--- config.mk ---
export PLATFORM = sky130hd
export DESIGN_NAME = ssdtm_acc
export DESIGN_NICKNAME = d
export VERILOG_FILES = /design/src/sv/ssdtm_pkg.sv /design/src/sv/ssdtm_acc.sv
export SDC_FILE = /design/constraint.sdc
export NUM_CORES = 1
export LEC_CHECK = 0
export ABC_AREA = 1
export BUFFER_PORTS_ARGS = -buffer_cell sky130_fd_sc_hd__buf_2
export CAP_MARGIN = 20
export CORE_ASPECT_RATIO = 0.6
export CORE_MARGIN = 2
export CORE_UTILIZATION = 37
export CTS_CLUSTER_DIAMETER = 100
export DETAILED_ROUTE_END_ITERATION = 7
export GPL_ROUTABILITY_DRIVEN = 0
export PLACE_DENSITY = 0.55
export SLEW_MARGIN = 10
export SYNTH_ARGS = -nofsm -noshare
export SYNTH_HDL_FRONTEND = slang
export SYNTH_SLANG_ARGS = --single-unit
--- constraint.sdc ---
create_clock -name i_clk -period 9.3 [get_ports i_clk]
set_clock_uncertainty 0.1 [all_clocks]
set_input_delay 0.93 -clock i_clk [delete_from_list [all_inputs] [get_ports i_clk]]
set_output_delay 0.93 -clock i_clk [all_outputs]
set_load 0.01 [all_outputs]
--- src/sv/ssdtm_pkg.sv ---
// Shared types and constants for the SSD template match score unit.
// Depends on nothing; every other file of the block but ssdtm_mem imports it.
`timescale 1ns / 1ps
`default_nettype none

package ssdtm_pkg;

    // Item operation codes
    localparam logic [1:0] OP_WR_TMPL = 2'd0;
    localparam logic [1:0] OP_WR_IMG  = 2'd1;
    localparam logic [1:0] OP_SCORE   = 2'd2;

    // Configuration register indexes (byte address = 4 * index)
    localparam logic [1:0] REG_TMPL_H = 2'd0;
    localparam logic [1:0] REG_TMPL_W = 2'd1;
    localparam logic [1:0] REG_IMG_H  = 2'd2;
    localparam logic [1:0] REG_IMG_W  = 2'd3;

    localparam int PADDR_W = 4;
    localparam int SCORE_W = 28;
    localparam logic [SCORE_W-1:0] SCORE_MAX = {SCORE_W{1'b1}};

    typedef struct packed {
        logic [1:0] op;
        logic [7:0] pos_row;
        logic [7:0] pos_col;
        logic [7:0] pixel;
    } t_in_item;

    typedef struct packed {
        logic [SCORE_W-1:0] score;
        logic               out_of_range;
    } t_out_item;

    typedef struct packed {
        logic [6:0] tmpl_h;
        logic [6:0] tmpl_w;
        logic [8:0] img_h;
        logic [8:0] img_w;
    } t_cfg;

    // Sequencer to datapath control
    typedef struct packed {
        logic clear;   // new window starts, zero the sum
        logic sample;  // read data of both stores is valid this cycle
        logic last;    // this sample closes the window
    } t_acc_ctl;

endpackage

`default_nettype wire

--- src/sv/ssdtm_acc.sv ---
// Difference, square and saturating accumulate of one pixel pair per cycle.
// Depends on ssdtm_pkg.
`timescale 1ns / 1ps
`default_nettype none

module ssdtm_acc (
    input  wire logic                        i_clk,
    input  wire logic                        i_rst_n,
    input  ssdtm_pkg::t_acc_ctl              i_ctl,
    input  wire logic [7:0]                  i_img_px,
    input  wire logic [7:0]                  i_tmpl_px,
    output logic                             o_done,
    output logic [ssdtm_pkg::SCORE_W-1:0]    o_sum
);

    import ssdtm_pkg::*;

    logic [7:0]         w_diff;
    logic [15:0]        r_sq;
    logic               r_sq_valid;
    logic               r_sq_last;
    logic [SCORE_W:0]   n_sum;
    logic [SCORE_W-1:0] r_sum;
    logic               r_done;

    // Absolute difference
    assign w_diff = (i_img_px > i_tmpl_px) ? (i_img_px - i_tmpl_px)
                                           : (i_tmpl_px - i_img_px);

    // Square stage
    always_ff @(posedge i_clk) begin
        r_sq <= 16'(w_diff) * 16'(w_diff);
    end

    always_ff @(posedge i_clk) begin
        if (!i_rst_n) begin
            r_sq_valid <= 1'b0;
            r_sq_last  <= 1'b0;
        end else begin
            r_sq_valid <= i_ctl.sample;
            r_sq_last  <= i_ctl.sample && i_ctl.last;
        end
    end

    // Accumulate, holding at the top value once it is reached
    assign n_sum = {1'b0, r_sum} + (SCORE_W + 1)'(r_sq);

    always_ff @(posedge i_clk) begin
        if (i_ctl.clear) begin
            r_sum <= '0;
        end else if (r_sq_valid) begin
            r_sum <= n_sum[SCORE_W] ? SCORE_MAX : n_sum[SCORE_W-1:0];
        end
    end

    always_ff @(posedge i_clk) begin
        if (!i_rst_n) begin
            r_done <= 1'b0;
        end else begin
            r_done <= r_sq_valid && r_sq_last;
        end
    end

    assign o_done = r_done;
    assign o_sum  = r_sum;

endmodule

`default_nettype wire

==> impl_metrics.env <==
export IMPL_setup_viol=0
export IMPL_track_usage_pct=19.0
export IMPL_power_switching_mw=1.18
export IMPL_postCtsSetupRepairBufs=0
export IMPL_grt_pass1_vias=4284
export IMPL_cts_sink_count=46
export IMPL_relSlewSlack_pct=43.2
export IMPL_drt_iter0_drc=391
export IMPL_yosys_warnings=0
export IMPL_synth_top_family_by_area="simple AND/OR/NAND/NOR gates"
export IMPL_post_dp_cell_area_um2=5680
export IMPL_syn_area_um2=5260
export IMPL_p_comb_share_pct=79.7
export IMPL_ys_seq_elements=46
export IMPL_crit_required_ns=9.37
export IMPL_io_buffers=49
export IMPL_design_area_um2=5810
export IMPL_slew_violations=0
export IMPL_hold_viol=0
export IMPL_dr_pass1_iters=5
export IMPL_worstSetupPathType="in -> reg"
export IMPL_ys_types=42
export IMPL_antenna_found_initial=0
export IMPL_synthAdderAreaFrac_pct=24.5
export IMPL_hp_class="reg -> reg"
export IMPL_worst_setup_path_start_kind="input port"
export IMPL_core_um2=13800
export IMPL_numCtsBuffers=5
export IMPL_vias=4790
export IMPL_wl_per_cell_um=13.2
export IMPL_syn_inst=791
export IMPL_routed_via_density=4.66
export IMPL_clockPowerShare_pct=7.7
export IMPL_synth_top_cell_area_share_pct=17.5
export IMPL_synth_common_cells="206 x nand2_1, 147 x inv_1, 82 x nor2_1"
export IMPL_nets=943
export IMPL_clockBufferDepth=2
export IMPL_timing_fmax_mhz=160
export IMPL_start_util_pct=38.2
export IMPL_h_tree_depth=2
export IMPL_yosysSeqAreaShare_pct=17.5
export IMPL_synth_xor_area_share_pct=4.99
export IMPL_drcViolationCount=0
export IMPL_vdd_ir_drop_worst_v=0.000301
export IMPL_synth_compound_area_share_pct=9.13
export IMPL_p_total_mw=2.26
export IMPL_dieArea_um2=15200
export IMPL_pin_count=50
export IMPL_p_leak_nw=3.22
export IMPL_dieWidth_um=158
export IMPL_async_reset_ff_share_pct=0
export IMPL_layout_drive_gt1_share_pct=10.2
export IMPL_synth_mux_area_share_pct=0.190
export IMPL_synth_edf_count=0
export IMPL_overflow=0
export IMPL_num_rows=33
export IMPL_fillers=1488
export IMPL_worst_pin_slew_ns=0.851
export IMPL_antenna_cells=0
export IMPL_setup_tns_ns=0
export IMPL_post_route_period_util_pct=67.0
export IMPL_grt_max_degree=43
export IMPL_status="finished clean"
export IMPL_synthTopCellsByArea="dfxtp_1 18%, nand2_1 15%, ha_1 14%, inv_1 10%, fa_1 10%"
export IMPL_sw_frac_of_total_pct=52.2
export IMPL_ant_nets=0
export IMPL_cp_arrival_ns=6.30
export IMPL_tritoncts="built"
export IMPL_seq_power_share_pct=12.6
export IMPL_root_buffer="clkbuf_16"
export IMPL_synthSimpleGateAreaFrac_pct=31.2
export IMPL_yosys_cell_count_top_type="nand2_1"
export IMPL_rsz0062_at_grt="no"
export IMPL_syn_avg_cell_area_um2=6.65
export IMPL_clk_pin_slew_ns=0.06
export IMPL_ys_flop_type="dfxtp_1"
export IMPL_p_int_mw=1.08
export IMPL_wl_mm=13.5
export IMPL_synth_largest_area_cell="dfxtp_1"
export IMPL_fin_crit_ns=6.23
export IMPL_critPathMaxFanout=11
export IMPL_syn_to_final_growth_pct=10.5
export IMPL_ctsResizeCount=0
export IMPL_clkLatencyLatePin_ns=0.29
export IMPL_crit_path_end_kind="flop"
export IMPL_drv_cap=0
export IMPL_die_h_um=96.4
export IMPL_dp_hpwl_mm=11.2
export IMPL_cellPowerDensity_nw_per_um2=390
export IMPL_grt_pass1_wl_mm=22.4
export IMPL_ctsHoldBuffers=0
==> registers in the layout, indices dropped and copies added (netlist names) <==
register and flops:
o_done 1, r_sq_valid 1, o_sum 28, r_sq_last 1, r_sq 15
==> power by group through the flow <==
stage	clock network (mW)	logic, mW	registers, mW
after floorplan	0	1.42	0.288
after global placement	0	1.78	0.292
after detailed placement	0	1.79	0.291
after CTS	0.179	1.80	0.287
after global routing	0.189	2.09	0.290
final	0.174	1.80	0.286
==> metal layers <==
layer | vias to the layer above | wire length [µm] | global-route usage, %
li1 | 2531 | - | -
met1 | 2120 | 8390 | 34.0
met2 | 133 | 4090 | 21.5
met3 | 6 | 993 | 3.61
met4 | 0 | 73 | 2.33
met5 | - | 0 | 0
==> worst paths after layout <==
kind	startpoint	end	slack (ns)	cells past startpoint
worst min-delay path	r_sq_last$_SDFF_PN0_	o_done$_SDFF_PN0_	0.37	1
worst min register to register	r_sq_last$_SDFF_PN0_	o_done$_SDFF_PN0_	0.37	1
worst max register to register	o_sum[10]$_SDFFE_PP0P_	o_sum[14]$_SDFFE_PP0P_	6.74	11
worst max-delay path	i_img_px[0]	r_sq[13]$_DFF_P_	3.07	28
==> cell usage in the layout (no fill, tap or decap), types with 3 or more instances in the layout <==
cell       count
nand3b_1       4
inv_1        147
nor3_1         6
o21ai_1        3
ha_1          60
nand3_1       50
nand2_1      206
nor2_1        82
dfxtp_1       46
nand2_2        7
xnor2_1       17
o21ai_4        3
xor2_1        13
clkbuf_16      5
inv_2          4
buf_2         49
o21ai_0       24
fa_1          27
nand4_1        7
a31oi_1        9
nor2_2         3
a21o_1         3
a21oi_1       29
nor2_4         4
o21bai_1       3
nand2_4        3
==> per-stage QoR <==
| stage | hold WS (ns) | std cells | util (%) | worst slack [ns] |
|---|---|---|---|---|
| 6_report | 0.365 | 1027 | 42.1 | 3.07 |
| 5_1_grt | 0.398 | 1027 | 42.1 | 2.64 |
| 4_1_cts | 0.373 | 1027 | 42.1 | 3.08 |
| 3_5_place_dp | 0.357 | 1020 | 41.2 | 2.78 |
| 3_3_place_gp | 0.354 | 1020 | 41.2 | 2.90 |
| 2_1_floorplan | 0.337 | 792 | - | 3.37 |
==> kinds of logic after synthesis <==
| family | count (synthesis) |
|---|---|
| AND/OR/NAND/NOR | 380 |
| buffers and inverters | 166 |
| adder cells (fa/ha/maj) | 87 |
| AO/OA/AOI/OAI | 80 |
| flip-flops | 46 |
| XOR/XNOR | 30 |
| other | 1 |
| multiplexers | 1 |
==> final cells by class <==
class	instances	area, µm²	share of cell area (%)
Timing Repair Buffer	50	253	4.35
Inverter	152	573	9.86
Multi-Input combinational cell	580	3690	63.5
Clock buffer	7	133	2.28
Tap cell	192	240	4.13
Sequential cell	46	921	15.8
==> worst max-delay path, stage by stage <==
cell and delay, ns:
buf_2 0.10, inv_1 0.05, ha_1 0.16, inv_1 0.05
fa_1 0.40, inv_1 0.08, nor2_2 0.04, nor2_2 0.10
inv_1 0.07, nand2_1 0.09, nand2_1 0.08, nand2_2 0.29
nand2_1 0.12, o21ai_2 0.08, inv_2 0.13, nor2_1 0.21
fa_1 0.45, fa_1 0.55, inv_1 0.05, fa_1 0.50
fa_1 0.54, inv_1 0.04, ha_1 0.34, a21oi_1 0.23
o21ai_0 0.14, nor2_1 0.19, o21ai_0 0.13, xor2_1 0.16
No activity file was read; power rests on OpenSTA's default activity.
