File: src/sv/ssdtm_pkg.sv
// Shared types and constants for the SSD template match score unit.
// Depends on nothing; every other file of the block but ssdtm_mem imports it.
`timescale 1ns / 1ps
`default_nettype none

package ssdtm_pkg;

    // Item operation codes
    localparam logic [1:0] OP_WR_TMPL = 2'd0;
    localparam logic [1:0] OP_WR_IMG  = 2'd1;
    localparam logic [1:0] OP_SCORE   = 2'd2;

    // Configuration register indexes (byte address = 4 * index)
    localparam logic [1:0] REG_TMPL_H = 2'd0;
    localparam logic [1:0] REG_TMPL_W = 2'd1;
    localparam logic [1:0] REG_IMG_H  = 2'd2;
    localparam logic [1:0] REG_IMG_W  = 2'd3;

    localparam int PADDR_W = 4;
    localparam int SCORE_W = 28;
    localparam logic [SCORE_W-1:0] SCORE_MAX = {SCORE_W{1'b1}};

    typedef struct packed {
        logic [1:0] op;
        logic [7:0] pos_row;
        logic [7:0] pos_col;
        logic [7:0] pixel;
    } t_in_item;

    typedef struct packed {
        logic [SCORE_W-1:0] score;
        logic               out_of_range;
    } t_out_item;

    typedef struct packed {
        logic [6:0] tmpl_h;
        logic [6:0] tmpl_w;
        logic [8:0] img_h;
        logic [8:0] img_w;
    } t_cfg;

    // Sequencer to datapath control
    typedef struct packed {
        logic clear;   // new window starts, zero the sum
        logic sample;  // read data of both stores is valid this cycle
        logic last;    // this sample closes the window
    } t_acc_ctl;

endpackage

`default_nettype wire

File: src/sv/ssdtm_seq.sv
// Window scan sequencer: walks template rows and columns, one read of each store
// per cycle, and tags the returning read data for the datapath. Depends on ssdtm_pkg.
`timescale 1ns / 1ps
`default_nettype none

module ssdtm_seq #(
    parameter int TRB = 6,
    parameter int TCB = 6,
    parameter int IRB = 8,
    parameter int ICB = 8
) (
    input  wire logic               i_clk,
    input  wire logic               i_rst_n,
    input  wire logic               i_start,
    input  wire logic [7:0]         i_row0,
    input  wire logic [7:0]         i_col0,
    input  ssdtm_pkg::t_cfg         i_cfg,
    output logic                    o_re,
    output logic [TRB+TCB-1:0]      o_tmpl_addr,
    output logic [IRB+ICB-1:0]      o_img_addr,
    output ssdtm_pkg::t_acc_ctl     o_ctl
);

    import ssdtm_pkg::*;

    logic       r_busy;
    logic [6:0] r_x;
    logic [6:0] r_y;
    logic [7:0] r_row0;
    logic [7:0] r_col0;
    logic       r_rd_valid;
    logic       r_rd_last;
    logic       w_row_end;
    logic       w_last;
    logic [8:0] w_img_row;
    logic [8:0] w_img_col;

    assign w_row_end = (r_y == i_cfg.tmpl_w - 7'd1);
    assign w_last    = w_row_end && (r_x == i_cfg.tmpl_h - 7'd1);

    // Advance the window position counters
    always_ff @(posedge i_clk) begin
        if (!i_rst_n) begin
            r_busy <= 1'b0;
        end else if (i_start) begin
            r_busy <= 1'b1;
        end else if (r_busy && w_last) begin
            r_busy <= 1'b0;
        end
    end

    always_ff @(posedge i_clk) begin
        if (i_start) begin
            r_x    <= 7'd0;
            r_y    <= 7'd0;
            r_row0 <= i_row0;
            r_col0 <= i_col0;
        end else if (r_busy) begin
            if (w_row_end) begin
                r_y <= 7'd0;
                r_x <= r_x + 7'd1;
            end else begin
                r_y <= r_y + 7'd1;
            end
        end
    end

    // Tag the read data as it comes back from the registered read port
    always_ff @(posedge i_clk) begin
        if (!i_rst_n) begin
            r_rd_valid <= 1'b0;
            r_rd_last  <= 1'b0;
        end else begin
            r_rd_valid <= r_busy;
            r_rd_last  <= r_busy && w_last;
        end
    end

    // Store addresses; an in-range window keeps image indexes below the store size
    assign w_img_row   = 9'(r_row0) + 9'(r_x);
    assign w_img_col   = 9'(r_col0) + 9'(r_y);
    assign o_re        = r_busy;
    assign o_tmpl_addr = {TRB'(r_x), TCB'(r_y)};
    assign o_img_addr  = {IRB'(w_img_row), ICB'(w_img_col)};

    assign o_ctl.clear  = i_start;
    assign o_ctl.sample = r_rd_valid;
    assign o_ctl.last   = r_rd_last;

endmodule

`default_nettype wire

File: config.mk
export PLATFORM = sky130hd
export DESIGN_NAME = ssdtm_seq
export DESIGN_NICKNAME = d
export VERILOG_FILES = /design/src/sv/ssdtm_pkg.sv /design/src/sv/ssdtm_seq.sv
export SDC_FILE = /design/constraint.sdc
export NUM_CORES = 1
export LEC_CHECK = 0
export BUFFER_PORTS_ARGS = -buffer_cell sky130_fd_sc_hd__clkbuf_2
export CAP_MARGIN = 20
export CORE_AREA = 2 2 70 72
export DETAILED_ROUTE_END_ITERATION = 16
export DIE_AREA = 0 0 72 74
export GPL_TIMING_DRIVEN = 0
export PLACE_DENSITY = 0.85
export RECOVER_POWER = 50
export SYNTH_ARGS = -nofsm -noshare
export SYNTH_HDL_FRONTEND = slang
export SYNTH_SLANG_ARGS = --single-unit
export TNS_END_PERCENT = 20
File: constraint.sdc
create_clock -name i_clk -period 2.95 [get_ports i_clk]
set_input_delay 0.1475 -clock i_clk [delete_from_list [all_inputs] [get_ports i_clk]]
set_output_delay 0.1475 -clock i_clk [all_outputs]
set_load 0.02 [all_outputs]
==> impl_metrics.yaml, run 1 <==
outcome:
  status: "completed"
critical_path:
  required_ps: 2800
  r2r-start: "r_y[1]"
  crit-reg2reg-capture: "r_x[4]"
  path_buf_inv: 2
  crit_chain: "ha_1 -> inv_1 -> fa_1 -> nor2b_1 -> o21ai_0 -> a21boi_0 -> o21a_1 -> nor2_1 -> xnor2_1 -> clkbuf_2"
  ff2ff_setup_slack_ps: 780
  crit_path_end_kind: "primary output"
  startpoint_type: "flop"
  crit_arrival_ps: 2470
  worst-setup-path-type: "flop to primary output"
  r2r_cells: 7
  crit_fanout: 8
  slowest_delay_ps: 490
  path_delay_family: "adder cells"
  slowest_stage: "dfxtp_1"
layout:
  drive_above_1_share: 0.281
  utilization: 0.604
  final_cell_mix: "57 x clkbuf_2, 24 x xnor2_1, 22 x nor2_1"
  layout_commonest_cell: "clkbuf_2"
  fin_area_um2: 2780
  stdcell_count: 374
  layout.nets: 390
  antenna_cells: 0
  areaGrowthSynthToFinish_pct: 20.4
detailed_routing:
  initialDrtViolationCount: 49
  antenna_left: 0
  drt_first_pass_iters: 5
  route.vias.total: 1961
  drc: 0
  routedWlPerCell_um: 12.8
  vias_per_cell: 5.24
  wl_um: 4780
place:
  io_buffer_count: 64
  dpl.hpwl_um: 3670
  postPlaceCellArea_um2: 2700
  post-place-ws_ps: 673
  gp_congestion: 0.848
  dp_cells: 366
hold_path:
  hold_path_end: "r_row0[6]"
  hold_path_depth: 1
  hold_path.startpoint: "i_row0[6]"
  hold_class: "input port to flop"
power:
  power_mw: 1.10
  sw_frac_of_total: 0.272
  power_frac_comb: 0.190
  seqPwrFrac: 0.467
  power.internal_mw: 0.804
  switching_power_mw: 0.301
  peakVddDrop_v: 0.000201
  clock_power_share: 0.343
  leakage_nw: 1.22
  power_density_nw_per_um2: 397
synth:
  ys_warn_count: 0
  yosys.area.top_type: "edfxtp_1"
  yosys.area.top_type_share: 0.208
  syn_area_um2: 2310
  synth_edf_count: 16
  synth_nets: 319
  syn_inst: 248
  ys.flop_type: "dfxtp_1"
  yosysUniqueCellTypes: 44
  postSynth.asyncResetShare: 0
  synth-seq-area-share: 0.356
  syn_avg_cell_area_um2: 9.31
  synth_top_cells_by_area: "edfxtp_1 21%, dfxtp_1 15%, ha_1 9.8%"
  synth-seq-cells: 33
cts:
  clockRootBuffer: "clkbuf_8"
  tritoncts: "yes"
  cts.clk_slew.worst_paths_ps: 70
  cts_setup_buffers: 0
  cts_sinks: 33
  cts-buffers-inserted: 5
  cts.repair.resized: 0
  clockBufferDepth: 2
  cts.htree.levels: 2
  cts_hold_buf: 0
  insertion_delay_ps: 280
global_routing:
  grt.overflow.total: 0
  grt_pass1_vias: 1893
  antenna_found_initial: 0
  grt_max_degree: 24
  grt_usage: 0.187
  grt_pass1_wl_um: 7920
sta:
  period_needed_ps: 2620
  finalCritPeriodShare: 0.888
  setup_ws_ps: 329
  slew_violations: 0
  final_hold_viol_count: 0
  fin_tns_setup_ps: 0
  max_freq_mhz: 382
  setup_viol: 0
  rsz0062_at_grt: "false"
  tightest_slew_ps: 1170
  fin_skew_ps: 7.44
  max_slew_margin: 0.218
  hold_slack_ps: 35.0
floorplanning:
  num_io_pins: 83
  row_count: 25
  initial_core_util: 0.502
  die-area_um2: 5330
  core_um2: 4600
  die_w_um: 72
  dieHeight_um: 74
run:
  drv_cap: 0
-- synth_stat cells, drive strengths merged, types with 3 or more instances --
cell and count:
a21oi 11, buf 18, clkbuf 3, dfxtp 17
edfxtp 16, ha 18, inv 20, mux2 4
nand2 16, nand3 6, nor2 22, nor2b 9
nor3 8, nor3b 3, nor4 3, o21ai 9
xnor2 24, xor2 5
-- kinds of logic after synthesis --
| group | share of synthesized area |
|---|---|
| and+or+nand+nor | 0.180 |
| buffers and inverters | 0.104 |
| muxes | 0.0282 |
| DFF | 0.356 |
| xor gates and xnor gates | 0.110 |
| adders and majority gates | 0.115 |
| AOI/OAI and AO/OA | 0.107 |
-- registers in the layout, summed over array words and instances (netlist names) --
signal and flops:
r_x 7, r_rd_last 1, o_re 1, r_col0 8, r_row0 8, r_y 7
r_rd_valid 1
-- layout make-up --
class                   count  area [um^2]
fillers                   421         1820
multi-input cells         174         1250
flip-flops and latches     33          821
repair buffers             64          312
plain buffers              21          154
clock buffers               7         96.3
inverters                  20         75.1
well taps                  54         67.6
clock inverters             1         5.00
-- worst max-delay path by stage --
stage | from | to | depth (start not counted)
5_1_grt | r_x[1] | o_img_addr[15] | 7
3_3_place_gp | r_y[0] | o_img_addr[6] | 10
6_report | r_y[0] | o_img_addr[6] | 10
3_5_place_dp | r_y[0] | o_img_addr[6] | 10
4_1_cts | r_x[1] | o_img_addr[15] | 7
2_1_floorplan | r_y[0] | o_img_addr[6] | 9
-- per-layer routing --
metal	routed length, um	GRT usage	vias to the layer above
met5	0	0	-
met4	82	0.0650	0
met3	299	0.0393	10
met2	2440	0.335	71
met1	1960	0.224	898
li1	-	-	982
-- power by group through the flow --
stage	logic [mW]	clock network, mW	registers, mW
after floorplan	0.138	0	0.524
final	0.210	0.379	0.516
after global placement	0.206	0	0.525
after detailed placement	0.213	0	0.527
after CTS	0.215	0.388	0.516
after global routing	0.231	0.406	0.519
Note: power is estimated with default switching activity, not from simulation.
==> run 2, diff against run 1 <==
- CORE_AREA: 2 2 70 72 -> 8 8 73 81
- DIE_AREA: 0 0 72 74 -> 0 0 81 89
==> run 2 against run 1 <==
Count of clock-buffer cells in the layout decreased by 1. Routed wire length rose by 6.7%. Largest cell class unchanged. Largest power group unchanged. Maximum frequency fell by 1.1%. Core utilization is 0.087 points higher. Critical path type unchanged. Register-to-register slack lost 30 ps. Combinational power hardly changed. Sequential share of layout area up 0.24 points. Die area increased by 35%. Clock power is 18% lower. Cell count grew 0.27%. Clock skew is 5.2 ps lower.
==> impl_metrics.yaml, run 2 (synthesis results as in run 1) <==
outcome:
  status: "completed"
sta:
  rsz0062_at_grt: "false"
  period_needed_ps: 2650
  tightest_slew_ps: 1180
  final_hold_viol_count: 0
  finalCritPeriodShare: 0.898
  max_freq_mhz: 377
  setup_viol: 0
  fin_skew_ps: 2.20
  fin_tns_setup_ps: 0
  max_slew_margin: 0.214
  slew_violations: 0
critical_path:
  required_ps: 2800
  r2r_cells: 7
  r2r-start: "r_y[0]"
  crit-reg2reg-capture: "r_x[4]"
  worst-setup-path-type: "flop to primary output"
  crit_arrival_ps: 2500
  startpoint_type: "flop"
  ff2ff_setup_slack_ps: 750
  crit_path_end_kind: "primary output"
  crit_fanout: 8
floorplanning:
  dieHeight_um: 89
  num_io_pins: 83
  initial_core_util: 0.507
  die_w_um: 81
  core_um2: 4550
  die-area_um2: 7210
  row_count: 26
layout:
  final_cell_mix: "57 x clkbuf_2, 24 x xnor2_1, 22 x nor2_1"
  multi_input_area_um2: 1250
  layout.nets: 390
  n_fill_cell: 414
  areaGrowthSynthToFinish_pct: 19.4
  drive_above_1_share: 0.273
  antenna_cells: 0
  layout_commonest_cell: "clkbuf_2"
  fin_area_um2: 2760
  reg_top3: "r_col0: 8 flops, r_row0: 8 flops"
  stdcell_count: 375
  ff_latch_area_um2: 821
cts:
  cts.htree.levels: 2
  cts_setup_buffers: 0
  cts-buffers-inserted: 5
  cts_hold_buf: 0
  tritoncts: "yes"
  clockRootBuffer: "clkbuf_8"
  cts.repair.resized: 0
  cts.clk_slew.worst_paths_ps: 60
  insertion_delay_ps: 270
  cts_sinks: 33
  clockBufferDepth: 2
place:
  gp_congestion: 0.817
  dpl.hpwl_um: 4080
  postPlaceCellArea_um2: 2700
  dp_cells: 368
  io_buffer_count: 64
power:
  peakVddDrop_v: 0.000258
  power_density_nw_per_um2: 377
  leakage_nw: 1.21
run:
  drv_cap: 0
detailed_routing:
  antenna_left: 0
  route.vias.total: 1965
  routedWlPerCell_um: 13.6
  drc: 0
  initialDrtViolationCount: 102
  vias_per_cell: 5.24
  drt_first_pass_iters: 4
  wl_um: 5100
global_routing:
  antenna_found_initial: 0
  grt.overflow.total: 0
  grt_pass1_vias: 1989
  grt_pass1_wl_um: 8710
  grt_usage: 0.149
  grt_max_degree: 24
hold_path:
  hold_path.startpoint: "i_row0[7]"
  hold_path_depth: 1
  hold_path_end: "r_row0[7]"
  hold_class: "input port to flop"
[run 2: changes by cell type in the layout (fill, tap and decap cells not counted), sizes merged]
cell | before | now
clkbuf | 75 | 74
[run 2: final cells by class]
type | count | area share
plain buffers | 21 | 0.0558
multi-input cells | 174 | 0.453
inverters | 20 | 0.0272
repair buffers | 64 | 0.113
well taps | 56 | 0.0254
clock buffers | 6 | 0.0263
flip-flops and latches | 33 | 0.298
clock inverters | 1 | 0.00136
[run 2: critical path: stages, from the launching register on]
cell and delay [ps]:
dfxtp_1 500, ha_1 230, inv_1 60, fa_1 410, nor2b_1 120, o21ai_0 100
a21boi_0 270, o21a_1 140, nor2_1 40, xnor2_1 160, clkbuf_2 200
[run 2: power breakdown]
part / switching, mW / leakage, nW / total (mW) / internal [mW]
logic: 0.122 / 0.873 / 0.211 / 0.0886
registers: 0.0127 / 0.294 / 0.517 / 0.504
clock network: 0.152 / 0.0387 / 0.310 / 0.159
[run 2: per-layer routing]
metal  up-vias  GRT usage  part of all wire
li1        987          -                 -
met1       926      0.161              0.40
met2        48      0.278              0.55
met3         4     0.0252             0.038
met4         0     0.0618             0.013
met5         -          0                 0
[run 2: worst max-delay path by stage]
stage | end | slack [ps] | from | cells past startpoint
floorplan | o_img_addr[6] | 810 | r_y[0] | 9
global placement | o_img_addr[6] | 650 | r_y[0] | 10
detailed placement | o_img_addr[6] | 600 | r_y[0] | 10
CTS | o_img_addr[6] | 280 | r_y[0] | 10
global route | o_img_addr[6] | 10 | r_y[0] | 10
finish | o_img_addr[6] | 300 | r_y[0] | 10
[run 2: metrics by stage]
step                      setup WS [ps]  power (mW)  hold slack [ps]   util
final                               301        1.04             43.3  0.605
after floorplan                     813       0.662              246      -
after global routing               10.7        1.09             27.1  0.605
after detailed placement            602       0.743              326  0.593
after global placement              654       0.733              324  0.593
after CTS                           283        1.06             35.1  0.609
