File: src/sv/ssdtm_pkg.sv
// Shared types and constants for the SSD template match score unit.
// Depends on nothing; every other file of the block but ssdtm_mem imports it.
`timescale 1ns / 1ps
`default_nettype none

package ssdtm_pkg;

    // Item operation codes
    localparam logic [1:0] OP_WR_TMPL = 2'd0;
    localparam logic [1:0] OP_WR_IMG  = 2'd1;
    localparam logic [1:0] OP_SCORE   = 2'd2;

    // Configuration register indexes (byte address = 4 * index)
    localparam logic [1:0] REG_TMPL_H = 2'd0;
    localparam logic [1:0] REG_TMPL_W = 2'd1;
    localparam logic [1:0] REG_IMG_H  = 2'd2;
    localparam logic [1:0] REG_IMG_W  = 2'd3;

    localparam int PADDR_W = 4;
    localparam int SCORE_W = 28;
    localparam logic [SCORE_W-1:0] SCORE_MAX = {SCORE_W{1'b1}};

    typedef struct packed {
        logic [1:0] op;
        logic [7:0] pos_row;
        logic [7:0] pos_col;
        logic [7:0] pixel;
    } t_in_item;

    typedef struct packed {
        logic [SCORE_W-1:0] score;
        logic               out_of_range;
    } t_out_item;

    typedef struct packed {
        logic [6:0] tmpl_h;
        logic [6:0] tmpl_w;
        logic [8:0] img_h;
        logic [8:0] img_w;
    } t_cfg;

    // Sequencer to datapath control
    typedef struct packed {
        logic clear;   // new window starts, zero the sum
        logic sample;  // read data of both stores is valid this cycle
        logic last;    // this sample closes the window
    } t_acc_ctl;

endpackage

`default_nettype wire

File: src/sv/ssdtm_cfg.sv
// APB-style configuration registers with saturation of each dimension.
// Depends on ssdtm_pkg.
`timescale 1ns / 1ps
`default_nettype none

module ssdtm_cfg #(
    parameter int TMPL_MAX_ROWS = 64,
    parameter int TMPL_MAX_COLS = 64,
    parameter int IMG_MAX_ROWS  = 256,
    parameter int IMG_MAX_COLS  = 256
) (
    input  wire logic                         i_clk,
    input  wire logic                         i_rst_n,
    input  wire logic                         psel,
    input  wire logic                         penable,
    input  wire logic                         pwrite,
    input  wire logic [ssdtm_pkg::PADDR_W-1:0] paddr,
    input  wire logic [31:0]                  pwdata,
    output logic      [31:0]                  prdata,
    output logic                              pready,
    output ssdtm_pkg::t_cfg                   o_cfg
);

    import ssdtm_pkg::*;

    t_cfg       r_cfg;
    logic       w_wr;
    logic [1:0] w_idx;
    logic [6:0] w_tmpl_h;
    logic [6:0] w_tmpl_w;
    logic [8:0] w_img_h;
    logic [8:0] w_img_w;

    assign pready = 1'b1;
    assign w_wr   = psel & penable & pwrite;
    assign w_idx  = paddr[3:2];

    // Saturate written values into 1..max
    always_comb begin
        w_tmpl_h = (32'(pwdata[6:0]) > TMPL_MAX_ROWS) ? 7'(TMPL_MAX_ROWS) : pwdata[6:0];
        w_tmpl_w = (32'(pwdata[6:0]) > TMPL_MAX_COLS) ? 7'(TMPL_MAX_COLS) : pwdata[6:0];
        w_img_h  = (32'(pwdata[8:0]) > IMG_MAX_ROWS)  ? 9'(IMG_MAX_ROWS)  : pwdata[8:0];
        w_img_w  = (32'(pwdata[8:0]) > IMG_MAX_COLS)  ? 9'(IMG_MAX_COLS)  : pwdata[8:0];
        if (w_tmpl_h == 7'd0) w_tmpl_h = 7'd1;
        if (w_tmpl_w == 7'd0) w_tmpl_w = 7'd1;
        if (w_img_h == 9'd0)  w_img_h  = 9'd1;
        if (w_img_w == 9'd0)  w_img_w  = 9'd1;
    end

    // Register write
    always_ff @(posedge i_clk) begin
        if (!i_rst_n) begin
            r_cfg.tmpl_h <= 7'd1;
            r_cfg.tmpl_w <= 7'd1;
            r_cfg.img_h  <= 9'd1;
            r_cfg.img_w  <= 9'd1;
        end else if (w_wr) begin
            unique case (w_idx)
                REG_TMPL_H: r_cfg.tmpl_h <= w_tmpl_h;
                REG_TMPL_W: r_cfg.tmpl_w <= w_tmpl_w;
                REG_IMG_H:  r_cfg.img_h  <= w_img_h;
                REG_IMG_W:  r_cfg.img_w  <= w_img_w;
                default: ;
            endcase
        end
    end

    // Register read
    always_comb begin
        unique case (w_idx)
            REG_TMPL_H: prdata = 32'(r_cfg.tmpl_h);
            REG_TMPL_W: prdata = 32'(r_cfg.tmpl_w);
            REG_IMG_H:  prdata = 32'(r_cfg.img_h);
            REG_IMG_W:  prdata = 32'(r_cfg.img_w);
            default:    prdata = 32'd0;
        endcase
    end

    assign o_cfg = r_cfg;

endmodule

`default_nettype wire

File: config.mk
export PLATFORM = sky130hd
export DESIGN_NAME = ssdtm_cfg
export DESIGN_NICKNAME = d
export VERILOG_FILES = /design/src/sv/ssdtm_pkg.sv /design/src/sv/ssdtm_cfg.sv
export SDC_FILE = /design/constraint.sdc
export NUM_CORES = 1
export LEC_CHECK = 0
export ABC_AREA = 1
export BUFFER_PORTS_ARGS = -buffer_cell sky130_fd_sc_hd__buf_2
export CORE_MARGIN = 2
export CORE_UTILIZATION = 35
export CTS_BUF_LIST = sky130_fd_sc_hd__clkbuf_2 sky130_fd_sc_hd__clkbuf_4 sky130_fd_sc_hd__clkbuf_8
export DETAILED_ROUTE_END_ITERATION = 16
export GPL_TIMING_DRIVEN = 0
export PLACE_DENSITY = 0.71
export SYNTH_ARGS = -nofsm -noshare
export SYNTH_HDL_FRONTEND = slang
export SYNTH_SLANG_ARGS = --single-unit
File: constraint.sdc
create_clock -name i_clk -period 1.1 [get_ports i_clk]
set_input_delay 0.055 -clock i_clk [delete_from_list [all_inputs] [get_ports i_clk]]
set_output_delay 0.055 -clock i_clk [all_outputs]
set_load 0.02 [all_outputs]
==> run metrics, run 1 <==
Via density 4.74; ANT nets after route 0; Post-Syn Area per Cell 7.32 um^2; Mapped Area 0.00163 mm^2; later-pin clock latency in the skew report around 0.28 ns; fillers 457; Hold Fails Final Rpt 0; ANT cells 0; post-synth top area share 0.394; CP arrival 0.99 ns; status finished clean; Synth area leader dfxtp_1; Switching Share 0.283; Post-synth ARST share 0; routability cong. 0.831; Max H-tree Level 2; worst path required time 1.04 ns; initial core utilization 0.368; ys flop type dfxtp_1; Setup Skew 0 ns; first-pass GRT wire length 7.15 mm; hold_buf cts 0; nets 348; vias in the first global route 1505; Switch Pwr 0.707 mW; Worst Hold Class primary input to flip-flop; DR WL/cell 12.8 um; # setup viols final 0; CTS Buf Count 5; PwrDens 1150 mW/mm^2; WS Path Type flip-flop to output port; layout cell share with drive strength beyond 1 0.355; synth top area cells dfxtp_1 (39%), nand2_1 (12%), buf_4 (11%), a21oi_1 (8.0%), o21ai_0 (8.0%); Worst setup SP type flip-flop; Logic pwr share 0.177; most frequent cells in the layout nand2_1 (52), buf_2 (50), buf_4 (31); Int Power 1.79 mW; design area about 0.0022 mm^2; max reg flops 32; clock sinks 32; Warnings, synthesis 0; CP endpoint kind output port; final period utilization 0.952; final slew viol count 0; clock network fraction of total power 0.341; die area 0.00520 mm^2; clk buf depth 2; via count roughly 1700; Die H 72.1 um; sequential power share 0.481; Worst Path Max Fanout 3; commonest non-fill, non-tap cell in the layout nand2_1; Port Buffer Count 54; number of synthesized flops with an enable pin 0; starting DRC count in detailed routing 94; Leakage 1.16 nW; fmax 955 MHz; Post-Syn Instances around 220; DP Worst Slack -0.288 ns; Seq/Total Area, Yosys 0.394; Cell Area, Placed 0.00204 mm^2; CTS tree done; Pre-antenna DRT Iters 4; row cnt 24; IO Count 106; RSZ-0062 raised after global routing yes; fin worst setup slack 0.0530 ns; hold slack approximately 0.075 ns; Synth cell types 28; largest net degree at the start of global routing 11; Max Cap Violations 0; aggregate global routing overflow 0; crit path time final around 1.0 ns; core area ~0.0044 mm^2; CTS clock-pin slew for the worst setup and hold paths 0.06 ns; clock root buffer clkbuf_8; Worst VDD drop 0.000861 V; #FFs+latches synth 32; Overall Power 2.50 mW; post-DP HPWL 3.48 mm; Layout area overhead 34.1%; Total Wirelength 4.58 mm; die width 72.1 um; DRC errors left 0; GRT Total Usage 0.178; antenna violations before repair 0
critical path, stage by stage, from the launching register on:
cell	delay [ns]
dfxtp_1	0.38
nand2_1	0.07
nand4_1	0.11
buf_4	0.15
power by group through the flow:
stage	registers (mW)	clock network, mW	logic, mW
after floorplan	1.26	0	0.279
after global placement	1.23	0	0.420
after detailed placement	1.23	0	0.425
after CTS	1.20	0.889	0.428
after global routing	1.21	0.937	0.478
final	1.20	0.853	0.443
per-layer routing:
layer / vias up / global-route usage / part of all wire / routed length, um
li1: 861 / - / - / -
met1: 764 / 0.231 / 0.43 / 1970
met2: 74 / 0.286 / 0.48 / 2190
met3: 4 / 0.0361 / 0.084 / 385
met4: 0 / 0.0797 / 0.0070 / 32
met5: - / 0 / 0 / 0
worst paths after layout:
check	startpoint	to	slack (ns)	cells past startpoint
worst max-delay path	o_cfg[2]$_SDFFE_PN0P_	prdata[2]	0.05	3
worst min-delay path	pwdata[7]	o_cfg[7]$_SDFFE_PN0P_	0.08	3
worst max register to register	o_cfg[0]$_SDFFE_PN1P_	o_cfg[0]$_SDFFE_PN1P_	0.40	4
worst min register to register	o_cfg[30]$_SDFFE_PN0P_	o_cfg[30]$_SDFFE_PN0P_	0.50	2
area by class of cell:
class | count | area (um^2) | area share
inverter | 17 | 65.1 | 0.0299
tap | 52 | 65.1 | 0.0299
timing repair buffer | 56 | 298 | 0.137
clock buffer | 6 | 76.3 | 0.0350
multi-input combinational | 165 | 810 | 0.371
sequential | 32 | 648 | 0.297
clock inverter | 1 | 5.00 | 0.00230
buffer | 30 | 213 | 0.0976
Yosys cell counts (3+ instances only):
cell type,n
a21oi_1,26
buf_4,24
clkbuf_1,3
dfxtp_1,32
inv_1,13
inv_2,3
nand2_1,52
nand4_1,6
nor2_1,13
o21ai_0,26
timing repair:
item | 4_1_cts | 5_1_grt
setup buffers | 0 | 2
gates cloned | 0 | 0
setup endpoints to repair | 3 | 7
gates resized for setup | 2 | 14
pin swaps | 0 | 3
stage by stage:
stage	std cells	utilization	setup TNS, ns
after floorplan	244	-	0
after global placement	350	0.463	-2.80
after detailed placement	350	0.463	-3.54
after CTS	357	0.482	0
after global routing	359	0.494	-0.0240
final	359	0.494	0
cells by family after synthesis:
logic type,count (synthesis),share of synthesized area
other,2,0.00462
DFF,32,0.394
buffers and inverters,47,0.171
AOI/OAI and AO/OA,63,0.218
and+or+nand+nor,78,0.212
No activity file was read; power rests on OpenSTA's default activity.
==> run 2, diff against run 1 <==
--- a/config.mk
+++ b/config.mk
@@ -7,7 +7,7 @@
 export LEC_CHECK = 0
 export ABC_AREA = 1
 export BUFFER_PORTS_ARGS = -buffer_cell sky130_fd_sc_hd__buf_2
-export CORE_MARGIN = 2
+export CORE_MARGIN = 10
 export CORE_UTILIZATION = 35
 export CTS_BUF_LIST = sky130_fd_sc_hd__clkbuf_2 sky130_fd_sc_hd__clkbuf_4 sky130_fd_sc_hd__clkbuf_8
 export DETAILED_ROUTE_END_ITERATION = 16
==> run metrics, run 2 (same netlist as run 1, synthesis figures left out) <==
ANT nets after route 0; clock root buffer clkbuf_8; Reg2Reg Depth 2; Hold Path Sink o_cfg[7]$_SDFFE_PN0P_; Leakage roughly 1.2 nW; Via density ~4.7; Pre-antenna DRT Iters 4; largest net degree at the start of global routing 11; Layout area overhead 34.3%; final slew viol count 0; DRC errors left 0; Setup TNS 0 ns; Core Util, Final 0.495; aggregate global routing overflow 0; hold_sp pwdata[7]; Worst Path Max Fanout 3; Hold Fails Final Rpt 0; clk buf depth 2; die width approximately 90 um; Worst setup SP type flip-flop; initial core utilization 0.368; hold_buf cts 0; crit path time final 1.06 ns; final period utilization 0.967; Worst Hold Depth 3; layout cell share with drive strength beyond 1 0.350; routability cong. 0.867; Setup Skew 0 ns; max reg flops 32; starting DRC count in detailed routing 135; launching point of the worst reg2reg path o_cfg[5]$_SDFFE_PN0P_; r2r setup slk between 0.4 and 0.5 ns; CTS Buf Count 5; DR WL/cell about 14 um; WS Path Type flip-flop to output port; Worst VDD drop approximately 0.00084 V; PwrDens 1200 mW/mm^2; later-pin clock latency in the skew report 0.28 ns; Max H-tree Level 2; CTS clock-pin slew for the worst setup and hold paths 0.06 ns; ANT cells 0; CP endpoint kind output port; row cnt 24; commonest non-fill, non-tap cell in the layout nand2_1; status finished clean; antenna violations before repair 0; # setup viols final 0; first-pass GRT wire length 8.00 mm; post-DP HPWL 4.06 mm; Total Wirelength 5.12 mm; Worst Hold Class primary input to flip-flop; fillers 449; IO Count roughly 110; RSZ-0062 raised after global routing no; most frequent cells in the layout nand2_1 (52), buf_2 (51), dfxtp_1 (28); clock sinks 32; post-route insts no fill 358; GRT Total Usage 0.129; # placed instances 350; CP arrival 1.01 ns; worst path required time around 1.0 ns; CTS tree done; die area a little under 0.008 mm^2; Max Cap Violations 0; core area 0.00441 mm^2; Port Buffer Count 54; fmax roughly 940 MHz; via count 1668; reg2reg end o_cfg[5]$_SDFFE_PN0P_; nets 346; Die H 88.1 um; vias in the first global route 1641
run 2: area by class of cell:
type,instances,area (um^2),area share
buffer,30,213,0.0974
clock buffer,8,97.6,0.0447
inverter,17,65.1,0.0298
multi-input combinational,165,810,0.371
sequential,32,646,0.296
tap,52,65.1,0.0298
timing repair buffer,54,288,0.132
run 2: through the flow:
stage / hold slack [ns] / power (mW) / setup WS (ns) / cell area [um^2]
floorplan: 0.218 / 1.53 / 0.0946 / 1710
global placement: 0.367 / 1.65 / -0.247 / 2040
detailed placement: 0.368 / 1.65 / -0.259 / 2040
CTS: 0.0685 / 2.62 / 0.00460 / 2150
global route: 0.0814 / 2.74 / 0.00817 / 2180
finish: 0.0787 / 2.63 / 0.0364 / 2180
run 2: critical path, cell delays in order (launching register included):
cell     delay, ns
dfxtp_1       0.38
nand2_1       0.08
nand4_1       0.10
buf_2         0.17
run 2: repair_timing:
item / CTS / global route
buffers inserted: 0 / 0
endpoints found under the hold margin: 0 / 0
resized for setup: 3 / 13
pin swaps: 0 / 2
setup endpoints to repair: 5 / 8
run 2: worst max path at each step:
stage | startpoint | end | cells after the start
after floorplan | pwdata[6] | o_cfg[9]$_SDFFE_PN1P_ | 9
after global placement | pwrite | o_cfg[0]$_SDFFE_PN1P_ | 7
after detailed placement | paddr[3] | o_cfg[28]$_SDFFE_PN0P_ | 6
after CTS | o_cfg[0]$_SDFFE_PN1P_ | prdata[0] | 3
after global routing | o_cfg[30]$_SDFFE_PN0P_ | prdata[5] | 3
final | o_cfg[5]$_SDFFE_PN0P_ | prdata[5] | 3
run 2: power by group:
group          leakage, nW  internal [mW]  switching (mW)
combinational        0.841          0.155           0.290
sequential           0.259           1.18          0.0186
clock               0.0523          0.559           0.420
total                 1.15           1.90           0.729
run 2: per-layer routing:
metal,vias to the layer above,track usage,routed length [um]
li1,859,-,-
met1,735,0.147,2050
met2,67,0.202,2310
met3,7,0.0659,703
met4,0,0.0456,59
met5,-,0,0
==> run 3, diff against run 2 <==
--- a/config.mk
+++ b/config.mk
@@ -12,7 +12,7 @@
 export CTS_BUF_LIST = sky130_fd_sc_hd__clkbuf_2 sky130_fd_sc_hd__clkbuf_4 sky130_fd_sc_hd__clkbuf_8
 export DETAILED_ROUTE_END_ITERATION = 16
 export GPL_TIMING_DRIVEN = 0
-export PLACE_DENSITY = 0.71
+export PLACE_DENSITY = 0.68
 export SYNTH_ARGS = -nofsm -noshare
 export SYNTH_HDL_FRONTEND = slang
 export SYNTH_SLANG_ARGS = --single-unit
==> constraint.sdc (replaced) <==
create_clock -name i_clk -period 1 [get_ports i_clk]
set_input_delay 0.05 -clock i_clk [delete_from_list [all_inputs] [get_ports i_clk]]
set_output_delay 0.05 -clock i_clk [all_outputs]
set_load 0.02 [all_outputs]
==> run metrics, run 3 (same netlist as run 1, synthesis figures left out) <==
status complete, but fails checks; failing checks negative setup slack; CTS tree done; max reg flops 32; first-pass GRT wire length 8.79 mm; Total Wirelength 5.67 mm; highest routed layer met4; ANT cells 0; # setup viols final 4; clock sinks 32; crit path time final ~1.1 ns; Worst setup SP type flip-flop; final period utilization 1.06; Met1 Routed Length ~2.1 mm; via count ~1800; worst path required time 0.95 ns; post-route insts no fill approximately 370; Leakage 1.28 nW; Cell Area, Placed 0.00204 mm^2; Worst Path Max Fanout 2; Layout area overhead 49.2%; Hold Fails Final Rpt 0; aggregate global routing overflow 0; Max H-tree Level 2; CP arrival 1.01 ns; Reg2Reg Depth 3; Pre-antenna DRT Iters 4; CTS clock-pin slew for the worst setup and hold paths 0.07 ns; starting DRC count in detailed routing 70; Setup Skew 0 ns; Via density roughly 4.8; DR WL/cell 15.1 um; nets ~360; antenna violations before repair 0; commonest non-fill, non-tap cell in the layout buf_2; DRC errors left 0; later-pin clock latency in the skew report 0.28 ns; CTS Buf Count 5; fin worst setup slack -0.0558 ns; largest net degree at the start of global routing 11; Max Cap Violations 0; Die H just under 90 um; # placed instances 350; PwrDens 1300 mW/mm^2; RSZ-0062 raised after global routing yes; metal3 WL 776 um; fmax 947 MHz; WS Path Type flip-flop to output port; clk buf depth 2; layout cell share with drive strength beyond 1 0.491; vias in the first global route 1716; launching point of the worst reg2reg path o_cfg[19]$_SDFFE_PN0P_; design area 0.00242 mm^2; CP endpoint kind output port; Hold Path Sink o_cfg[13]$_SDFFE_PN0P_; routability cong. approximately 0.85; Worst Hold Depth 3; post-DP HPWL 4.16 mm; hold_sp pwdata[4]; die area 0.00777 mm^2; final slew viol count 0; Worst VDD drop between 0.0007 and 0.0008 V; row cnt 24; initial core utilization 0.368; most frequent cells in the layout buf_2 (46), nand2_1 (45), buf_4 (41), dfxtp_2 (28), a21oi_1 (26); clock root buffer clkbuf_8; Port Buffer Count 54; reg2reg end o_cfg[19]$_SDFFE_PN0P_; IO Count 106; GRT Total Usage 0.144; met2 wire length 2.65 mm; core area around 0.0044 mm^2; r2r setup slk approximately 0.17 ns; Overall Power between 3 and 4 mW; ANT nets after route 0; die width 88.1 um; Worst Hold Class primary input to flip-flop
-- run 3: power breakdown --
group,switching [mW],internal (mW)
logic,0.339,0.207
clock network,0.513,0.767
registers,0.0184,1.31
-- run 3: worst max-delay path by stage --
stage                                  endpoint              startpoint
after floorplan           o_cfg[0]$_SDFFE_PN1P_                  pwrite
final                                 prdata[6]  o_cfg[24]$_SDFFE_PN0P_
after detailed placement  o_cfg[0]$_SDFFE_PN1P_                  pwrite
after global routing                  prdata[0]   o_cfg[0]$_SDFFE_PN1P_
after CTS                             prdata[6]  o_cfg[24]$_SDFFE_PN0P_
after global placement    o_cfg[0]$_SDFFE_PN1P_                  pwrite
-- run 3: layer usage --
layer / vias to the layer above / track usage
met1: 803 / 0.160
met3: 9 / 0.0734
met4: 0 / 0.0499
met5: - / 0
met2: 95 / 0.231
li1: 887 / -
-- run 3: worst max-delay path, stage by stage, from the launching register on --
cell	delay (ns)
dfxtp_2	0.33
inv_2	0.04
o2111ai_2	0.17
buf_4	0.17
-- run 3: stage by stage --
step	setup slack [ns]	setup TNS, ns	util	hold WS (ns)
after floorplan	0.00787	0	-	0.213
after global placement	-0.344	-5.89	0.463	0.364
after detailed placement	-0.380	-6.82	0.463	0.365
after CTS	-0.0594	-0.149	0.529	0.0445
after global routing	-0.0688	-0.575	0.549	0.0633
final	-0.0558	-0.120	0.549	0.0488
-- run 3: area by class of cell --
| type | count | area, um^2 |
|---|---|---|
| buffer | 30 | 215 |
| clock buffer | 6 | 76.3 |
| clock inverter | 2 | 35.0 |
| fill | 453 | 1990 |
| inverter | 17 | 65.1 |
| multi-input combinational | 165 | 832 |
| sequential | 32 | 676 |
| tap | 52 | 65.1 |
| timing repair buffer | 70 | 460 |
-- run 3: what timing repair did --
action,in CTS,in global routing
gates resized for setup,50,10
buffers inserted,10,6
endpoints found under the hold margin,0,0
hold buffers,0,0
setup endpoints to repair,13,17
pin swaps,9,7
